`src/rtl/tkvp_pkg.sv`:
```
package tkvp_pkg;

    localparam int WIN_BYTES = 8;
    localparam int NUM_VALS = 5;
    localparam logic [26:0] MAG_CAP = 27'd100000000;
    localparam logic [26:0] TEMP_POS_MAX = 27'd3276700;
    localparam logic [26:0] TEMP_NEG_MAX = 27'd3276800;

    // key phases
    localparam logic [1:0] PH_SEARCH = 2'd0;
    localparam logic [1:0] PH_VALUE = 2'd1;
    localparam logic [1:0] PH_DONE = 2'd2;

    // number parse stages
    localparam logic [1:0] ST_SKIP = 2'd0;
    localparam logic [1:0] ST_INT = 2'd1;
    localparam logic [1:0] ST_FRAC = 2'd2;
    localparam logic [1:0] ST_STOP = 2'd3;

    // classified byte handed from front to back
    typedef struct packed {
        logic [7:0] chr;
        logic       last;
        logic       live;
        logic [5:0] hit;
    } cls_t;

    typedef struct packed {
        logic signed [22:0] cpu_temp_centi;
        logic [15:0]        cpu_load;
        logic signed [22:0] gpu_temp_centi;
        logic [15:0]        gpu_load;
        logic [15:0]        ram_usage;
        logic [7:0]         time_hour;
        logic [7:0]         time_minute;
        logic [7:0]         time_second;
        logic               time_seen;
    } res_t;

    function automatic logic is_space(input logic [7:0] c);
        return (c == 8'h20) || (c >= 8'h09 && c <= 8'h0D);
    endfunction

    function automatic logic is_digit(input logic [7:0] c);
        return (c >= 8'h30 && c <= 8'h39);
    endfunction

endpackage

```
`src/rtl/tkvp_front.sv`:
```
module tkvp_front
    import tkvp_pkg::*;
(
    input  logic       clk,
    input  logic       rst_n,
    input  logic       in_fire,
    input  logic [7:0] chr,
    input  logic       last,
    output cls_t       cls
);

    logic [7:0] win_reg [WIN_BYTES];
    logic [7:0] win_next [WIN_BYTES];
    logic       over_reg;
    logic       live;

    assign live = !over_reg && (chr != 8'h00);

    // window after shifting in the current byte
    always_comb
    begin
        for (int i = 0; i < WIN_BYTES - 1; i++)
        begin
            win_next[i] = win_reg[i + 1];
        end
        win_next[WIN_BYTES - 1] = chr;
    end

    always_ff @(posedge clk or negedge rst_n)
    begin
        if (!rst_n)
        begin
            over_reg <= 1'b0;
            for (int i = 0; i < WIN_BYTES; i++)
            begin
                win_reg[i] <= 8'h00;
            end
        end
        else if (in_fire)
        begin
            if (last)
            begin
                over_reg <= 1'b0;
                for (int i = 0; i < WIN_BYTES; i++)
                begin
                    win_reg[i] <= 8'h00;
                end
            end
            else
            begin
                if (chr == 8'h00)
                begin
                    over_reg <= 1'b1;
                end
                if (live)
                begin
                    win_reg <= win_next;
                end
            end
        end
    end

    // key tail compares
    always_comb
    begin
        cls.chr  = chr;
        cls.last = last;
        cls.live = live;
        cls.hit[0] = {win_next[0], win_next[1], win_next[2], win_next[3], win_next[4],
                      win_next[5], win_next[6], win_next[7]} == "CPUTemp:";
        cls.hit[1] = {win_next[0], win_next[1], win_next[2], win_next[3], win_next[4],
                      win_next[5], win_next[6], win_next[7]} == "CPULoad:";
        cls.hit[2] = {win_next[0], win_next[1], win_next[2], win_next[3], win_next[4],
                      win_next[5], win_next[6], win_next[7]} == "GPUTemp:";
        cls.hit[3] = {win_next[0], win_next[1], win_next[2], win_next[3], win_next[4],
                      win_next[5], win_next[6], win_next[7]} == "GPULoad:";
        cls.hit[4] = {win_next[4], win_next[5], win_next[6], win_next[7]} == "RAM:";
        cls.hit[5] = {win_next[3], win_next[4], win_next[5], win_next[6],
                      win_next[7]} == "Time:";
    end

endmodule

```
`config.mk`:
```
export PLATFORM = sky130hd
export DESIGN_NAME = tkvp_front
export DESIGN_NICKNAME = d
export VERILOG_FILES = /design/src/rtl/tkvp_pkg.sv /design/src/rtl/tkvp_front.sv
export SDC_FILE = /design/constraint.sdc
export NUM_CORES = 1
export LEC_CHECK = 0
export ABC_AREA = 1
export BUFFER_PORTS_ARGS = -buffer_cell sky130_fd_sc_hd__clkbuf_2
export CAP_MARGIN = 20
export CELL_PAD_IN_SITES_DETAIL_PLACEMENT = 0
export CELL_PAD_IN_SITES_GLOBAL_PLACEMENT = 1
export CORE_MARGIN = 1.5
export CORE_UTILIZATION = 35
export DETAILED_ROUTE_END_ITERATION = 10
export PLACE_DENSITY = 0.66
export SLEW_MARGIN = 20
export SYNTH_ARGS = -nofsm -noshare
export SYNTH_HDL_FRONTEND = slang
export SYNTH_SLANG_ARGS = --single-unit
```
`constraint.sdc`:
```
create_clock -name clk -period 2.15 [get_ports clk]
set_clock_uncertainty 0.1 [all_clocks]
set_input_delay 0.215 -clock clk [delete_from_list [all_inputs] [get_ports clk]]
set_output_delay 0.215 -clock clk [all_outputs]
set_load 0.02 [all_outputs]
```
* Word-level counts from Yosys, hierarchy flattened
Index checks and enable logic that the tools add are counted.
** Cells by class
- $add $sub $neg :: 0
- Multiply operators :: 0
- Divide/modulo/power cells :: 0
- $lt $le $gt $ge :: 0
- Equal/unequal tests :: 6
- Shift operators :: 0
- Multiplexer cells :: 4
- Bitwise operators :: 0
- Reductions and logical operators :: 8
** Operator list (count)
- 64-bit by 63-bit == test with 1-bit output (second input constant) :: 4
- 56-bit two-way mux :: 2
- 40-bit by 39-bit == test with 1-bit output (second input constant) :: 1
- 32-bit by 31-bit == test with 1-bit output (second input constant) :: 1
- 8-bit zero test :: 1
- 8-bit nonzero test :: 1
- 2-bit AND reduction :: 2
- 2-bit nonzero test :: 2
- 1-bit two-way mux :: 2
- 1-bit logical AND :: 1
- 1-bit zero test :: 1
** Storage, ports and cells
- Bits in registers :: 57
- Latch bits :: 0
- RAM bits :: 0
- ROM bits :: 0
- Input bits :: 12
- Output and inout port bits :: 16
- Memories :: 0

* Longest topological paths before layout
Gate-level depths: netlist (run 1).
- Depth after elaboration :: 4
- Gate-level depth with buffers :: 9
- Depth with buffers taken out :: 7

* Least setup slack after synthesis (run 1)
OpenSTA, ideal clock, no wires.
- Path kind :: register -> output
- Start :: register win_reg (netlist bit win_next[23])
- End :: output cls[0] in the netlist's numbering
- Arrival :: 1.158 ns
- Slack :: 0.677 ns
- Stages on the path, launching flop included :: 8
- Cell sequence :: dfrtp_1 > inv_1 > nand2_1 > nor2_1 > nand2_1 > nor2_1 > nand3_1 > nor2_1
** RTL lines
- from (decl) :: line tkvp_front.sv:12 : logic [7:0] win_reg [WIN_BYTES];
- from (signal assigned) :: line tkvp_front.sv:57 : win_reg <= win_next;
- to (decl) :: line tkvp_front.sv:9 : output cls_t cls

==> flow_metrics.tcl, run 1 <==
set metrics [dict create \
    num_rows 34 \
    num_antenna_cells 0 \
    synth.most_common_cell "nand2_1" \
    port_buffers 27 \
    leakagePower_nw 1.75 \
    synthTopCellsByArea "dfrtp_1, nand2_1, nand4_1" \
    clockBufferDepth 2 \
    die_height_um 97.2 \
    grt_max_degree 58 \
    tightestPinTransition_ns 0.545 \
    dieWidth_um 97.2 \
    relSlewSlack_pct 63.7 \
    grt_pass1_vias 2673 \
    synth_fa_ha_area_share_pct 0 \
    overflow 0 \
    p_per_area_mw_per_mm2 697 \
    crit_type "reg2out" \
    startpoint "win_next[15]" \
    core_area_mm2 0.00864 \
    synth_top_family_by_area "simple AND/OR/NAND/NOR gates" \
    power_mw 2.44 \
    synth_area_mm2 0.00310 \
    cp.required_ns 1.84 \
    wl_per_cell_um 16.0 \
    gp_congestion 0.820 \
    cts_setup_buffers 0 \
    yosys_warnings 0 \
    yosysTopAreaCell "dfrtp_1" \
    die_area_mm2 0.00944 \
    drt-pass1-iter-count 4 \
    async_reset_ff_share_pct 100 \
    synthDistinctLibCells 16 \
    synth_compound_area_share_pct 0.161 \
    r2r_slack_ns 0.69 \
    endpoint "cls[3]" \
    cap_violations 0 \
    largest_reg_flops 56 \
    detailed_place_hpwl_mm 5.35 \
    io_pins 28 \
    cp-end-kind "output port" \
    syn_nets 424 \
    placed_cells 517 \
    start_util_pct 35.9 \
    r2r-end "win_next[51]" \
    instances_no_fill 534 \
    synth_common_cells "nand2_1, nand3_1, nand4_1" \
    synthSimpleGateAreaFrac_pct 41.4 \
    max_freq_mhz 500 \
    min_path_type "in2reg" \
    grt_pass1_wl_mm 13.9 \
    routed_via_density 5.24 \
    fin_crit_ns 2.00 \
    synth-edff-count 0 \
    slew_viol_final 0 \
    worstReg2RegStart "over_reg" \
    ys_ff_latch 57 \
    worst_slack_ns 0.149 \
    post-place-ws_ns 0.514 \
    cts_made_buffers 9 \
    ff2ff_path_depth 4 \
    avgSynthCellArea_um2 7.53 \
    cts-root-buf "clkbuf_8" \
    cts_tree "built" \
    vias 2800 \
    worstPathMaxFanout 3 \
    finalWirelength_mm 8.53 \
    nets 433 \
    syn_to_final_growth_pct 12.7 \
    ir_worst_vdd_mv 0.362 \
    finalCritPeriodShare_pct 93.1 \
    synth_flop_cell "dfrtp_1" \
    synthXorXnorAreaFrac_pct 0 \
    clock_latency_ns 0.34 \
    htreeDepth 3 \
    drt_iter0_markers 137 \
    start_kind "flip-flop" \
    cts_sinks 57 \
    yosysSeqAreaShare_pct 45.9 \
    status "finished clean" \
    finalSetupViolCount 0 \
    yosysTopAreaCellShare_pct 45.9 \
    drive_gt1_share_pct 13.1 \
    ant_nets 0 \
    cp.arrival_ns 1.69 \
    grt.total_usage_pct 18.7 \
    fin_hold_ws_ns 0.0542 \
    synthMuxAreaShare_pct 0 \
    syn-instance-count 412 \
    antenna_found_initial 0 \
    drc_errors 0 \
    path_clk_slew_ns 0.06 \
    final_hold_viol_count 0 \
]
==> report_power, final <==
part / internal, mW / leakage [nW] / switching, mW
sequential: 1.10 / 0.787 / 0.0280
clock: 0.646 / 0.106 / 0.451
combinational: 0.0609 / 0.859 / 0.156
==> stage by stage <==
step	setup TNS [ns]	utilization, %	instance area (µm²)
after floorplan	0	-	3100
after global placement	0	37.9	3270
after detailed placement	0	37.9	3270
after CTS	0	40.4	3490
after global routing	-0.0250	40.5	3500
final	0	40.5	3500
==> per-layer routing <==
metal,up-vias,global-route usage [%],share of wire [%]
met2,60,28.3,46
met5,-,0,0
li1,1376,-,-
met1,1353,26.2,48
met3,11,4.24,4.0
met4,0,6.58,1.7
==> what timing repair did <==
item / CTS / global route
hold buffers: 1 / 0
setup endpoints to repair: 0 / 2
endpoints found under the hold margin: 57 / 0
gates resized for setup: 0 / 5
==> critical path, stage by stage, from the launching register on <==
cell      delay [ns]
dfrtp_1         0.40
inv_1           0.06
nand2_1         0.10
nor2_1          0.16
nand2_1         0.08
nor2_1          0.09
nand3_1         0.10
nor2_1          0.16
clkbuf_2        0.20
==> worst min path at each step <==
stage          slack [ns]  cells past startpoint    from            to
6_report             0.05                      3  chr[7]  win_next[15]
5_1_grt              0.07                      3  chr[6]  win_next[14]
2_1_floorplan       -0.18                      0   rst_n      over_reg
4_1_cts              0.05                      3  chr[6]  win_next[14]
3_3_place_gp         0.15                      2   rst_n  win_next[63]
3_5_place_dp         0.15                      2   rst_n  win_next[63]
==> logic make-up (layout without fill, tap and decap cells) <==
kind of cell / after synthesis / count (layout)
buf+inv: 77 / 91
compound gates: 1 / 1
flops: 57 / 57
simple gates: 277 / 277
==> placed cells by master, fill, tap and decap left out, types with 3 or more instances in the layout <==
master / netlist / final
nand4_1: 59 / 59
nand3_1: 63 / 63
clkinv_2: 0 / 3
nor2_1: 47 / 46
buf_12: 0 / 5
nand2_1: 102 / 101
dfrtp_1: 57 / 57
buf_4: 14 / 7
inv_1: 37 / 37
clkbuf_8: 0 / 9
clkbuf_2: 0 / 25
==> area by class of cell <==
cell class | count | area (µm²)
Fill cell | 919 | 5140
Sequential cell | 57 | 1430
Multi-Input combinational cell | 278 | 1300
Timing Repair Buffer | 38 | 288
Inverter | 37 | 139
Tap cell | 108 | 135
Clock buffer | 10 | 128
Clock inverter | 6 | 82.6
Note: power is estimated with default switching activity, not from simulation.
==> run 2, diff against run 1 <==
--- a/config.mk
+++ b/config.mk
@@ -13,6 +13,7 @@
 export CORE_MARGIN = 1.5
 export CORE_UTILIZATION = 35
 export DETAILED_ROUTE_END_ITERATION = 10
+export MAX_ROUTING_LAYER = met4
 export PLACE_DENSITY = 0.66
 export SLEW_MARGIN = 20
 export SYNTH_ARGS = -nofsm -noshare
==> run 2 against run 1 <==
Net effect:
- hold slack worse by 0.0029 ns
- critical path depth stayed put
- worst setup slack better by 0.0053 ns
- sequential share of layout area unchanged
- cell count stayed put
- clock power hardly changed
- via count shrank 0.68%
- final area did not move
- largest cell class unchanged
- highest routed layer unchanged
==> flow_metrics.tcl, run 2 (synthesis gave the netlist of run 1 again) <==
set metrics [dict create \
    min_path_type "in2reg" \
    cts-root-buf "clkbuf_8" \
    fin_hold_ws_ns 0.0513 \
    cp-end-kind "output port" \
    htreeDepth 3 \
    start_util_pct 35.9 \
    cts_setup_buffers 0 \
    gp_congestion 0.832 \
    drt_iter0_markers 123 \
    num_rows 34 \
    die_height_um 97.2 \
    tightestPinTransition_ns 0.551 \
    crit_type "reg2out" \
    instances_no_fill 534 \
    final_common_cell "nand2_1" \
    status "finished clean" \
    grt_pass1_vias 2663 \
    detailed_place_hpwl_mm 5.35 \
    port_buffers 27 \
    power_mw 2.44 \
    met1Wirelength_mm 4.16 \
    p_per_area_mw_per_mm2 698 \
    finalCritPeriodShare_pct 92.8 \
    clock_latency_ns 0.34 \
    slew_viol_final 0 \
    ir_worst_vdd_mv 0.361 \
    clockBufferDepth 2 \
    max_freq_mhz 501 \
    finalWirelength_mm 8.55 \
    fillCellCount 919 \
    drt-pass1-iter-count 4 \
    syn_to_final_growth_pct 12.7 \
    grt_max_degree 58 \
    routed-wl-met3_um 338 \
    worst_slack_ns 0.154 \
    worstPathMaxFanout 3 \
    overflow 0 \
    drc_errors 0 \
    cp.required_ns 1.84 \
    fin_crit_ns 2.00 \
    core_area_mm2 0.00864 \
    ant_nets 0 \
    antenna_found_initial 0 \
    cts_sinks 57 \
    grt.total_usage_pct 19.3 \
    grt_pass1_wl_mm 13.9 \
    post-place-ws_ns 0.514 \
    io_pins 28 \
    vias 2781 \
    dpl_cell_area_mm2 0.00327 \
    routed_via_density 5.21 \
    final_area_mm2 0.00350 \
    dieWidth_um 97.2 \
    finalSetupTns_ns 0 \
    cts_made_buffers 9 \
    wl_per_cell_um 16.0 \
    die_area_mm2 0.00944 \
    cp.arrival_ns 1.68 \
    top_layer "met4" \
    final_hold_viol_count 0 \
    cap_violations 0 \
    largest_reg_flops 56 \
    met2_length_mm 3.92 \
    finalSetupViolCount 0 \
    cts_tree "built" \
    relSlewSlack_pct 63.2 \
    mostFrequentLayoutCells "nand2_1, nand3_1, nand4_1" \
    drive_gt1_share_pct 13.1 \
    postLayoutCoreUtil_pct 40.5 \
    nets 433 \
    placed_cells 517 \
    path_clk_slew_ns 0.06 \
    leakagePower_nw 1.75 \
    start_kind "flip-flop" \
    num_antenna_cells 0 \
]
## run 2: what timing repair did
action,4_1_cts,5_1_grt
hold buffers,1,0
endpoints found under the setup margin,0,2
gates resized for setup,0,5
hold endpoints to repair,57,0
## run 2: layout make-up
class	instances	area (µm²)	area share [%]
multi-input cells	278	1300	37.2
inverters	37	139	3.97
well taps	108	135	3.86
clock buffers	10	128	3.65
clock inverters	6	82.6	2.36
repair buffers	38	288	8.23
flip-flops and latches	57	1430	40.8
## run 2: path summary, 6_finish.rpt
| path | cells after the start | start | endpoint | slack (ns) |
|---|---|---|---|---|
| max | 8 | win_next[15] | cls[3] | 0.15 |
| min | 3 | chr[7] | win_next[15] | 0.05 |
| max reg2reg | 4 | over_reg | win_next[51] | 0.72 |
| min reg2reg | 2 | win_next[63] | win_next[63] | 0.41 |
| max in group asynchronous | 3 | rst_n | win_next[25] | 1.37 |
| min in group asynchronous | 3 | rst_n | win_next[63] | 0.31 |
## run 2: metal layers
metal  vias to the layer above  track usage (%)
li1                       1374                -
met1                      1338             26.5
met2                        59             28.3
met3                        10             3.96
met4                         0             6.58
met5                         -                -
## run 2: worst max-delay path, cell delays in order, from the launching register on
cell and delay (ns):
dfrtp_1 0.40, inv_1 0.06, nand2_1 0.10, nor2_1 0.15, nand2_1 0.08, nor2_1 0.09
nand3_1 0.10, nor2_1 0.16, clkbuf_2 0.20
## run 2: report_power, final
part | internal, mW | total [mW] | switching, mW
registers | 1.10 | 1.13 | 0.0277
clock network | 0.646 | 1.10 | 0.451
logic | 0.0609 | 0.218 | 0.157
