**config.mk**
```make
export PLATFORM = sky130hd
export DESIGN_NAME = tkvp_back
export DESIGN_NICKNAME = d
export VERILOG_FILES = /design/src/rtl/tkvp_pkg.sv /design/src/rtl/tkvp_back.sv
export SDC_FILE = /design/constraint.sdc
export NUM_CORES = 2
export LEC_CHECK = 0
export BUFFER_PORTS_ARGS = -buffer_cell sky130_fd_sc_hd__buf_2
export CORE_MARGIN = 1
export CORE_UTILIZATION = 62
export DETAILED_ROUTE_END_ITERATION = 12
export PLACE_DENSITY = 0.83
export SYNTH_ARGS = -nofsm -noshare
export SYNTH_HDL_FRONTEND = slang
export SYNTH_SLANG_ARGS = --single-unit
export TNS_END_PERCENT = 5
```
**constraint.sdc**
```tcl
create_clock -name clk -period 20.5 [get_ports clk]
set_input_delay 1.025 -clock clk [delete_from_list [all_inputs] [get_ports clk]]
set_output_delay 1.025 -clock clk [all_outputs]
set_load 0.005 [all_outputs]
```
**src/rtl/tkvp_pkg.sv**
```systemverilog
package tkvp_pkg;

    localparam int WIN_BYTES = 8;
    localparam int NUM_VALS = 5;
    localparam logic [26:0] MAG_CAP = 27'd100000000;
    localparam logic [26:0] TEMP_POS_MAX = 27'd3276700;
    localparam logic [26:0] TEMP_NEG_MAX = 27'd3276800;

    // key phases
    localparam logic [1:0] PH_SEARCH = 2'd0;
    localparam logic [1:0] PH_VALUE = 2'd1;
    localparam logic [1:0] PH_DONE = 2'd2;

    // number parse stages
    localparam logic [1:0] ST_SKIP = 2'd0;
    localparam logic [1:0] ST_INT = 2'd1;
    localparam logic [1:0] ST_FRAC = 2'd2;
    localparam logic [1:0] ST_STOP = 2'd3;

    // classified byte handed from front to back
    typedef struct packed {
        logic [7:0] chr;
        logic       last;
        logic       live;
        logic [5:0] hit;
    } cls_t;

    typedef struct packed {
        logic signed [22:0] cpu_temp_centi;
        logic [15:0]        cpu_load;
        logic signed [22:0] gpu_temp_centi;
        logic [15:0]        gpu_load;
        logic [15:0]        ram_usage;
        logic [7:0]         time_hour;
        logic [7:0]         time_minute;
        logic [7:0]         time_second;
        logic               time_seen;
    } res_t;

    function automatic logic is_space(input logic [7:0] c);
        return (c == 8'h20) || (c >= 8'h09 && c <= 8'h0D);
    endfunction

    function automatic logic is_digit(input logic [7:0] c);
        return (c >= 8'h30 && c <= 8'h39);
    endfunction

endpackage

```
**src/rtl/tkvp_back.sv**
```systemverilog
module tkvp_back
    import tkvp_pkg::*;
(
    input  logic clk,
    input  logic rst_n,
    input  logic step,
    input  cls_t cls,
    output logic done,
    output res_t res
);

    logic [1:0]  phase_reg [6];
    logic [1:0]  stg_reg [NUM_VALS];
    logic        neg_reg [NUM_VALS];
    logic [1:0]  frac_reg [NUM_VALS];
    logic [26:0] mag_reg [NUM_VALS];
    logic [1:0]  tstg_reg [3];
    logic        tneg_reg [3];
    logic [7:0]  tmag_reg [3];
    logic [1:0]  tidx_reg;
    logic [7:0]  held_reg [3];

    logic [1:0]  phase_next [6];
    logic [1:0]  stg_next [NUM_VALS];
    logic        neg_next [NUM_VALS];
    logic [1:0]  frac_next [NUM_VALS];
    logic [26:0] mag_next [NUM_VALS];
    logic [1:0]  tstg_next [3];
    logic        tneg_next [3];
    logic [7:0]  tmag_next [3];
    logic [1:0]  tidx_next;
    logic [7:0]  held_next [3];

    logic [7:0]  c;
    logic        dig;
    logic        spc;
    logic [3:0]  d;
    logic [29:0] sum;
    logic [7:0]  t8;
    logic        tin_int;

    assign c   = cls.chr;
    assign dig = is_digit(c);
    assign spc = is_space(c);
    assign d   = c[3:0];

    // per byte value parsing
    always_comb
    begin
        phase_next = phase_reg;
        stg_next   = stg_reg;
        neg_next   = neg_reg;
        frac_next  = frac_reg;
        mag_next   = mag_reg;
        tstg_next  = tstg_reg;
        tneg_next  = tneg_reg;
        tmag_next  = tmag_reg;
        tidx_next  = tidx_reg;
        held_next  = held_reg;
        sum        = '0;
        t8         = '0;
        tin_int    = 1'b0;
        if (cls.live)
        begin
            for (int k = 0; k < NUM_VALS; k++)
            begin
                if (phase_reg[k] == PH_VALUE)
                begin
                    if (c == ",")
                    begin
                        phase_next[k] = PH_DONE;
                    end
                    else
                    begin
                        unique case (stg_reg[k])
                            ST_SKIP:
                            begin
                                if (spc)
                                begin
                                    stg_next[k] = ST_SKIP;
                                end
                                else if (c == "+" || c == "-")
                                begin
                                    neg_next[k] = (c == "-");
                                    stg_next[k] = ST_INT;
                                end
                                else if (dig)
                                begin
                                    stg_next[k] = ST_INT;
                                    mag_next[k] = 27'(d) * 27'd100;
                                end
                                else if (c == ".")
                                begin
                                    stg_next[k] = ST_FRAC;
                                end
                                else
                                begin
                                    stg_next[k] = ST_STOP;
                                end
                            end
                            ST_INT:
                            begin
                                if (dig)
                                begin
                                    sum = 30'(mag_reg[k]) * 30'd10 + 30'(d) * 30'd100;
                                    mag_next[k] = (sum > 30'(MAG_CAP)) ? MAG_CAP
                                                                       : sum[26:0];
                                end
                                else if (c == ".")
                                begin
                                    stg_next[k] = ST_FRAC;
                                end
                                else
                                begin
                                    stg_next[k] = ST_STOP;
                                end
                            end
                            ST_FRAC:
                            begin
                                if (dig)
                                begin
                                    if (frac_reg[k] == 2'd0)
                                    begin
                                        sum = 30'(mag_reg[k]) + 30'(d) * 30'd10;
                                    end
                                    else if (frac_reg[k] == 2'd1)
                                    begin
                                        sum = 30'(mag_reg[k]) + 30'(d);
                                    end
                                    else
                                    begin
                                        sum = 30'(mag_reg[k]);
                                    end
                                    if (frac_reg[k] != 2'd2)
                                    begin
                                        frac_next[k] = frac_reg[k] + 2'd1;
                                    end
                                    mag_next[k] = (sum > 30'(MAG_CAP)) ? MAG_CAP
                                                                       : sum[26:0];
                                end
                                else
                                begin
                                    stg_next[k] = ST_STOP;
                                end
                            end
                            default:
                            begin
                                stg_next[k] = ST_STOP;
                            end
                        endcase
                    end
                end
            end
            // time fields
            if (phase_reg[5] == PH_VALUE && tidx_reg != 2'd3)
            begin
                if (c == ((tidx_reg == 2'd2) ? 8'h0A : "-"))
                begin
                    tidx_next = tidx_reg + 2'd1;
                    if (tidx_reg == 2'd2)
                    begin
                        phase_next[5] = PH_DONE;
                    end
                end
                else
                begin
                    unique case (tstg_reg[tidx_reg])
                        ST_SKIP:
                        begin
                            if (spc)
                            begin
                                tin_int = 1'b0;
                            end
                            else if (c == "+" || c == "-")
                            begin
                                tneg_next[tidx_reg] = (c == "-");
                                tstg_next[tidx_reg] = ST_INT;
                            end
                            else if (dig)
                            begin
                                tstg_next[tidx_reg] = ST_INT;
                                tin_int = 1'b1;
                            end
                            else
                            begin
                                tstg_next[tidx_reg] = ST_STOP;
                            end
                        end
                        ST_INT:
                        begin
                            if (dig)
                            begin
                                tin_int = 1'b1;
                            end
                            else
                            begin
                                tstg_next[tidx_reg] = ST_STOP;
                            end
                        end
                        default:
                        begin
                            tstg_next[tidx_reg] = ST_STOP;
                        end
                    endcase
                    if (tin_int)
                    begin
                        t8 = 8'(tmag_reg[tidx_reg] * 8'd10) + 8'(d);
                        tmag_next[tidx_reg] = t8;
                    end
                end
            end
            // key hits, first occurrence only
            for (int k = 0; k < 6; k++)
            begin
                if (phase_reg[k] == PH_SEARCH && cls.hit[k])
                begin
                    phase_next[k] = PH_VALUE;
                end
            end
        end
        // latch time at end of message
        if (phase_next[5] != PH_SEARCH)
        begin
            for (int f = 0; f < 3; f++)
            begin
                held_next[f] = tneg_next[f] ? 8'(8'd0 - tmag_next[f]) : tmag_next[f];
            end
        end
    end

    // result formatting from the final state
    function automatic logic [22:0] temp_fmt(input logic [1:0] ph, input logic ng,
                                             input logic [26:0] m);
        logic [26:0] mm;
        mm = m;
        if (ph == PH_SEARCH)
        begin
            return '0;
        end
        if (ng)
        begin
            if (mm > TEMP_NEG_MAX)
            begin
                mm = TEMP_NEG_MAX;
            end
            return 23'(27'd0 - mm);
        end
        if (mm > TEMP_POS_MAX)
        begin
            mm = TEMP_POS_MAX;
        end
        return mm[22:0];
    endfunction

    // divide by 100 through a reciprocal multiply, exact below the saturation point
    function automatic logic [15:0] load_fmt(input logic [1:0] ph, input logic ng,
                                             input logic [26:0] m);
        logic [46:0] prod;
        prod = 47'(m[22:0]) * 47'd10737419;
        if (ph == PH_SEARCH || ng)
        begin
            return '0;
        end
        if (m >= 27'd6553600)
        begin
            return 16'hFFFF;
        end
        return prod[45:30];
    endfunction

    always_ff @(posedge clk or negedge rst_n)
    begin
        if (!rst_n)
        begin
            done     <= 1'b0;
            tidx_reg <= '0;
            for (int k = 0; k < 6; k++)
            begin
                phase_reg[k] <= PH_SEARCH;
            end
            for (int k = 0; k < NUM_VALS; k++)
            begin
                stg_reg[k]  <= ST_SKIP;
                neg_reg[k]  <= 1'b0;
                frac_reg[k] <= '0;
                mag_reg[k]  <= '0;
            end
            for (int f = 0; f < 3; f++)
            begin
                tstg_reg[f] <= ST_SKIP;
                tneg_reg[f] <= 1'b0;
                tmag_reg[f] <= '0;
                held_reg[f] <= '0;
            end
        end
        else
        begin
            done <= step && cls.last;
            if (step)
            begin
                if (cls.last)
                begin
                    held_reg <= held_next;
                    res.cpu_temp_centi <= temp_fmt(phase_next[0], neg_next[0], mag_next[0]);
                    res.cpu_load       <= load_fmt(phase_next[1], neg_next[1], mag_next[1]);
                    res.gpu_temp_centi <= temp_fmt(phase_next[2], neg_next[2], mag_next[2]);
                    res.gpu_load       <= load_fmt(phase_next[3], neg_next[3], mag_next[3]);
                    res.ram_usage      <= load_fmt(phase_next[4], neg_next[4], mag_next[4]);
                    res.time_hour      <= held_next[0];
                    res.time_minute    <= held_next[1];
                    res.time_second    <= held_next[2];
                    res.time_seen      <= (phase_next[5] != PH_SEARCH);
                    tidx_reg <= '0;
                    for (int k = 0; k < 6; k++)
                    begin
                        phase_reg[k] <= PH_SEARCH;
                    end
                    for (int k = 0; k < NUM_VALS; k++)
                    begin
                        stg_reg[k]  <= ST_SKIP;
                        neg_reg[k]  <= 1'b0;
                        frac_reg[k] <= '0;
                        mag_reg[k]  <= '0;
                    end
                    for (int f = 0; f < 3; f++)
                    begin
                        tstg_reg[f] <= ST_SKIP;
                        tneg_reg[f] <= 1'b0;
                        tmag_reg[f] <= '0;
                    end
                end
                else
                begin
                    phase_reg <= phase_next;
                    stg_reg   <= stg_next;
                    neg_reg   <= neg_next;
                    frac_reg  <= frac_next;
                    mag_reg   <= mag_next;
                    tstg_reg  <= tstg_next;
                    tneg_reg  <= tneg_next;
                    tmag_reg  <= tmag_next;
                    tidx_reg  <= tidx_next;
                end
            end
        end
    end

endmodule

```
# After elaboration in Yosys (flattened, before gate mapping)
# Index checks and enable logic that the tools add are counted.
# Widths: inputs -> output; s select.
dict set report classes {
  add_sub_neg 27
  n_mul 12
  n_div 0
  magnitude_cmp 23
  n_eq_ne 49
  n_shift 0
  n_mux 311
  n_bitwise 5
  n_reduce_logical 72
}
# operator n
set op_table {}
lappend op_table {{$mux 27} 63}
lappend op_table {{$mux 30} 25}
lappend op_table {{$pmux 27 s3} 5}
lappend op_table {{$gt 30x27->1 const B} 10}
lappend op_table {{$mux 28} 10}
lappend op_table {{$mux 135} 2}
lappend op_table {{$mux 23} 10}
lappend op_table {{$mux 16} 12}
lappend op_table {{$add 30x11->30} 5}
lappend op_table {{$mul 27x3->29 const B} 5}
lappend op_table {{$mux 24} 6}
lappend op_table {{$add 27x4->28} 5}
lappend op_table {{$add 27x8->28} 5}
lappend op_table {{$mul 23x24->46 const B} 3}
lappend op_table {{$mux 2} 66}
lappend op_table {{$gt 27x22->1 const B} 4}
lappend op_table {{$ge 27x23->1 const B} 3}
lappend op_table {{$mux 1} 68}
lappend op_table {{$mux 6} 9}
lappend op_table {{$mux 8} 6}
lappend op_table {{$sub 1x23->23 const A} 2}
lappend op_table {{$logic_not 2->1} 22}
lappend op_table {{$eq 8x6->1 const B} 5}
lappend op_table {{$mux 10} 4}
lappend op_table {{43 further kinds} 144}
dict set report word_totals {
  register_bits 351
  latch_bits 0
  ramBits 0
  romBits 0
  inputBits 19
  out_inout_bits 120
  word_cells 548
  n_memories 0
}

# Longest topological paths before layout
dict set report logic_depth {
  word_depth 29
  depth_mapped 59
  depth_no_buf 57
}

# Worst setup path before layout
# OpenSTA, ideal clock, no wires.
dict set report synth_path {
  kind {input-to-reg}
  from {in cls[9] in the netlist's numbering}
  to {reg res[92] in the netlist's numbering, data pin}
  setup_time_ps 270
  arrival_time_ps 13539
  required_time_ps 20230
  path_slack_ps 6691
  stages 52
  n_path_buf 3
  cell_sequence {clkbuf_1 > inv_1 > ha_1 > ha_1 > fa_1 > a31oi_1 > xor2_1 > inv_1 > ha_1 > nand2_1 > o31ai_1 > nand3_1 > and3b_1 > buf_2 > or3b_1 > or3_1 > a221o_1 > nor4_1 > (+16 left out) > fa_1 > inv_1 > ha_1 > a21o_1 > a21oi_1 > o21ai_0 > a21o_1 > a21oi_1 > nor2b_1 > o21ai_0 > nand2b_1 > a21oi_1 > o21ai_0 > o41a_1 > and4_1 > a2111oi_2 > xor2_1 > a21oi_1}
}
dict set report synth_via {
  elab_chain_cells 22
  elab_cells_between_ends 62
  classes_between {add/sub (3); mul (4); order compare (7); eq/ne (4); mux (38); reduce/logical (6)}
}
# item line_no
set synth_rtl {}
lappend synth_rtl {{start, declared} tkvp_back.sv:7} ;# input cls_t cls,
lappend synth_rtl {{branches (longest 21 deep; another with $gt 30x27->1)} n/a}
lappend synth_rtl {{$mux 16 *} tkvp_back.sv:264} ;# if (m >= 27'd6553600)
lappend synth_rtl {{end, declared} tkvp_back.sv:9} ;# output res_t res
# Mark *: on every way between the ends. The select of a mux whose other input is x is not followed.
# A chain may end at the register's enable or synchronous reset.

# Worst setup path after layout
dict set report layout_path {
  from {in cls[10] in the netlist's numbering}
  to {reg res[49] in the netlist's numbering, data pin}
}
# The elaborated chain is that of the path after synthesis.

==> flow_metrics.py <==
metrics = {
    "pwr": {
        "power_mw": 2.344,
        "swShare": 0.3748,
        "irDropWorstVdd_v": 0.00006168,
        "p_per_area_nw_per_um2": 30.68,
        "power_frac_seq": 0.332,
        "intPower_mw": 1.465,
        "leakage_nw": 39.31,
        "comb_power_share": 0.276,
        "pwr-share-clk": 0.392,
        "netSwitchingPower_uw": 878.4,
    },
    "grt": {
        "antenna_found_initial": 2,
        "grtUsageTotal": 0.3834,
        "grt-ovfl-total": 0,
        "grt_start_max_net_pins": 110,
        "grt_pass1_vias": 65660,
        "grt_pass1_wl_mm": 361.3,
    },
    "route": {
        "drc_errors": 0,
        "ant_nets": 0,
        "viasPerCell": 6.693,
        "initialDrtViolationCount": 7541,
        "vias": 67450,
        "drtPass1Iterations": 10,
        "drt_wl_total_mm": 230.4,
        "wl_per_cell_um": 22.87,
    },
    "synth": {
        "async_reset_ff_frac": 0.6610,
        "syn_area_per_cell_sq_um": 8.488,
        "ys.flop_type": "dfrtp_1",
        "synth-seq-area-share": 0.1292,
        "syn-num-nets": 10310,
        "synthCells": 8553,
        "ys_warn_count": 0,
        "synth_cell_type_count": 136,
        "synth-edff-count": 119,
        "netlist_area_sq_um": 72590,
        "synth-seq-cells": 351,
    },
    "final_layout": {
        "drive_gt1_frac": 0.05765,
        "layoutNonFillerInstCount": 10080,
        "final_cell_mix": "ha_1, inv_1, fa_1",
        "largest_register_ff_count": 135,
        "utilization": 0.6574,
        "layout.nets": 10270,
        "flow.area_growth_from_synthesis_pct": 5.231,
        "layout_commonest_cell": "ha_1",
        "post-route-cell-area_sq_um": 76390,
    },
    "sta": {
        "hold_viol_final": 0,
        "slew_headroom": 0.1337,
        "finClkSkew_ps": 48.97,
        "drv_slew": 0,
        "rsz0062_at_grt": "no",
        "setup_viol": 0,
        "fin_crit_sh": 0.7340,
        "worstMarginPinSlew_ps": 1299,
        "max_freq_ghz": 0.06646,
        "tns_ps": 0,
        "fin_crit_ps": 15050,
    },
    "placed_design": {
        "globalplace.congestion": 1.006,
        "port_buffers": 138,
        "dp_hpwl_mm": 181.3,
        "dp_cells": 9987,
        "placed_cell_area_sq_um": 74710,
    },
    "min_path": {
        "min_path_type": "primary input to asynchronous set/reset pin",
    },
    "floorplanning": {
        "core-area_sq_um": 116200,
        "die_x_um": 344.2,
        "start_util": 0.6247,
        "rows": 125,
        "ioPinCount": 139,
        "die_y_um": 344.2,
        "dieArea_sq_um": 118500,
    },
    "setup_path": {
        "r2r_cells": 47,
        "critPathKind": "primary input to flip-flop",
        "r2r_end": "res[49]",
        "path_max_fanout": 20,
        "crit_start": "cls[10]",
        "worstPathArrival_ps": 15440,
        "crit_required_ps": 20890,
        "worst-r2r-setup-slack_ps": 5780,
        "crit-reg2reg-launch": "mag_reg[28]",
        "slowest_stage": "a21oi_1",
        "critPathLaunchType": "primary input",
        "max_stage_delay_ps": 1010,
        "cp-end-kind": "flip-flop",
    },
    "clocking": {
        "path_clk_slew_ps": 60,
        "h-tree-depth": 2,
        "ctsResizeCount": 0,
        "cts_buffers": 47,
        "clkSinkCount": 351,
        "cts_tree": "built",
        "clockBufferDepth": 3,
        "cts_hold_buf": 0,
        "clock_latency_ps": 680,
        "cts-root-buf": "clkbuf_16",
        "cts_setup_buffers": 0,
    },
    "job": {
        "cap_violations": 0,
    },
    "status": {
        "status": "finished clean",
    },
}
-- metrics by stage --
stage          setup slack (ps)  hold slack (ps)
4_1_cts                    5796            329.0
3_5_place_dp               5172            468.1
6_report                   5453            310.0
3_3_place_gp               5366            456.8
2_1_floorplan              6691            445.6
5_1_grt                    4626            350.9
-- layer usage --
metal  GRT usage  vias up  share of wire
met5           0        -              0
met4      0.1728        0          0.053
met3     0.06972      801          0.095
met2      0.6058     3581           0.45
met1      0.5117    32500           0.41
li1            -    30560              -
-- synth_stat cells, drive strengths merged (24+ instances only) --
cell type | n | area, sq um
o21bai | 29 | 217.7
a21o | 207 | 1555
o22ai | 62 | 394.1
and2 | 70 | 437.9
dfrtp | 232 | 5806
nor2 | 550 | 2069
a21oi | 539 | 2739
xnor2 | 198 | 1742
o21a | 110 | 833.3
nand3 | 213 | 1071
edfxtp | 119 | 3573
o21ai | 472 | 2381
and3 | 83 | 529.3
nor4 | 60 | 396.6
a31oi | 99 | 619.3
fa | 603 | 12070
a211o | 27 | 236.5
o211ai | 62 | 470.5
a2111oi | 24 | 279.0
a211oi | 95 | 750.7
inv | 1092 | 4099
nand2 | 552 | 2082
nor3b | 37 | 304.1
and4 | 37 | 324.1
o2bb2ai | 90 | 788.3
nor3 | 157 | 800.8
o31a | 27 | 236.5
nand2b | 91 | 569.3
mux2i | 70 | 700.7
xor2 | 142 | 1244
a221oi | 40 | 386.6
or3 | 54 | 337.8
o31ai | 58 | 445.4
nand4 | 126 | 803.3
clkbuf | 274 | 1031
a22o | 74 | 648.1
nor2b | 90 | 563.0
or2 | 33 | 206.5
o221ai | 28 | 257.8
ha | 1136 | 14210
a21boi | 33 | 259.0
buf | 52 | 269.0
or4 | 30 | 229.0
-- kinds of logic (layout without fill, tap and decap cells) --
group,after synthesis,count (layout),share of synthesized area
multiplexers,90,90,0.01275
flip-flops,351,351,0.1292
buffers and inverters,1420,1418,0.07447
AND/OR/NAND/NOR,2267,2267,0.1580
AO/OA/AOI/OAI,2346,2346,0.2223
adder cells (fa/ha/maj),1739,1739,0.3621
XOR/XNOR,340,340,0.04112
other,0,2,0
-- worst max path at each step --
stage          cells after the start  slack, ps  endpoint
3_3_place_gp                      52       5370   res[55]
5_1_grt                           51       4630   res[55]
6_report                          47       5450   res[49]
4_1_cts                           49       5800   res[55]
3_5_place_dp                      49       5170   res[55]
2_1_floorplan                     52       6690   res[92]
-- critical path: cells and delay by family --
family	cells	cell delay [ps]
AO/OA/AOI/OAI	15	5050
adder cells (fa/ha/maj)	12	4890
AND/OR/NAND/NOR	10	2400
buffers and inverters	8	1730
XOR/XNOR	2	280
-- final cells by class --
class                      instances  area [sq um]
multi-input combinational       6782         57860
clock buffer                      55          1277
clock inverter                    33         401.6
timing repair buffer             236          1449
fill                            9634         39810
antenna                            2         5.005
tap                             1524          1907
inverter                        1094          4109
sequential                       351          9379
-- power groups by stage --
stage	clock, mW	combinational, mW	sequential, mW
finish	0.918	0.648	0.777
floorplan	0	0.428	0.774
CTS	0.926	0.624	0.775
global placement	0	0.606	0.788
detailed placement	0	0.619	0.789
global route	0.950	0.697	0.779
No activity file was read; power rests on OpenSTA's default activity.
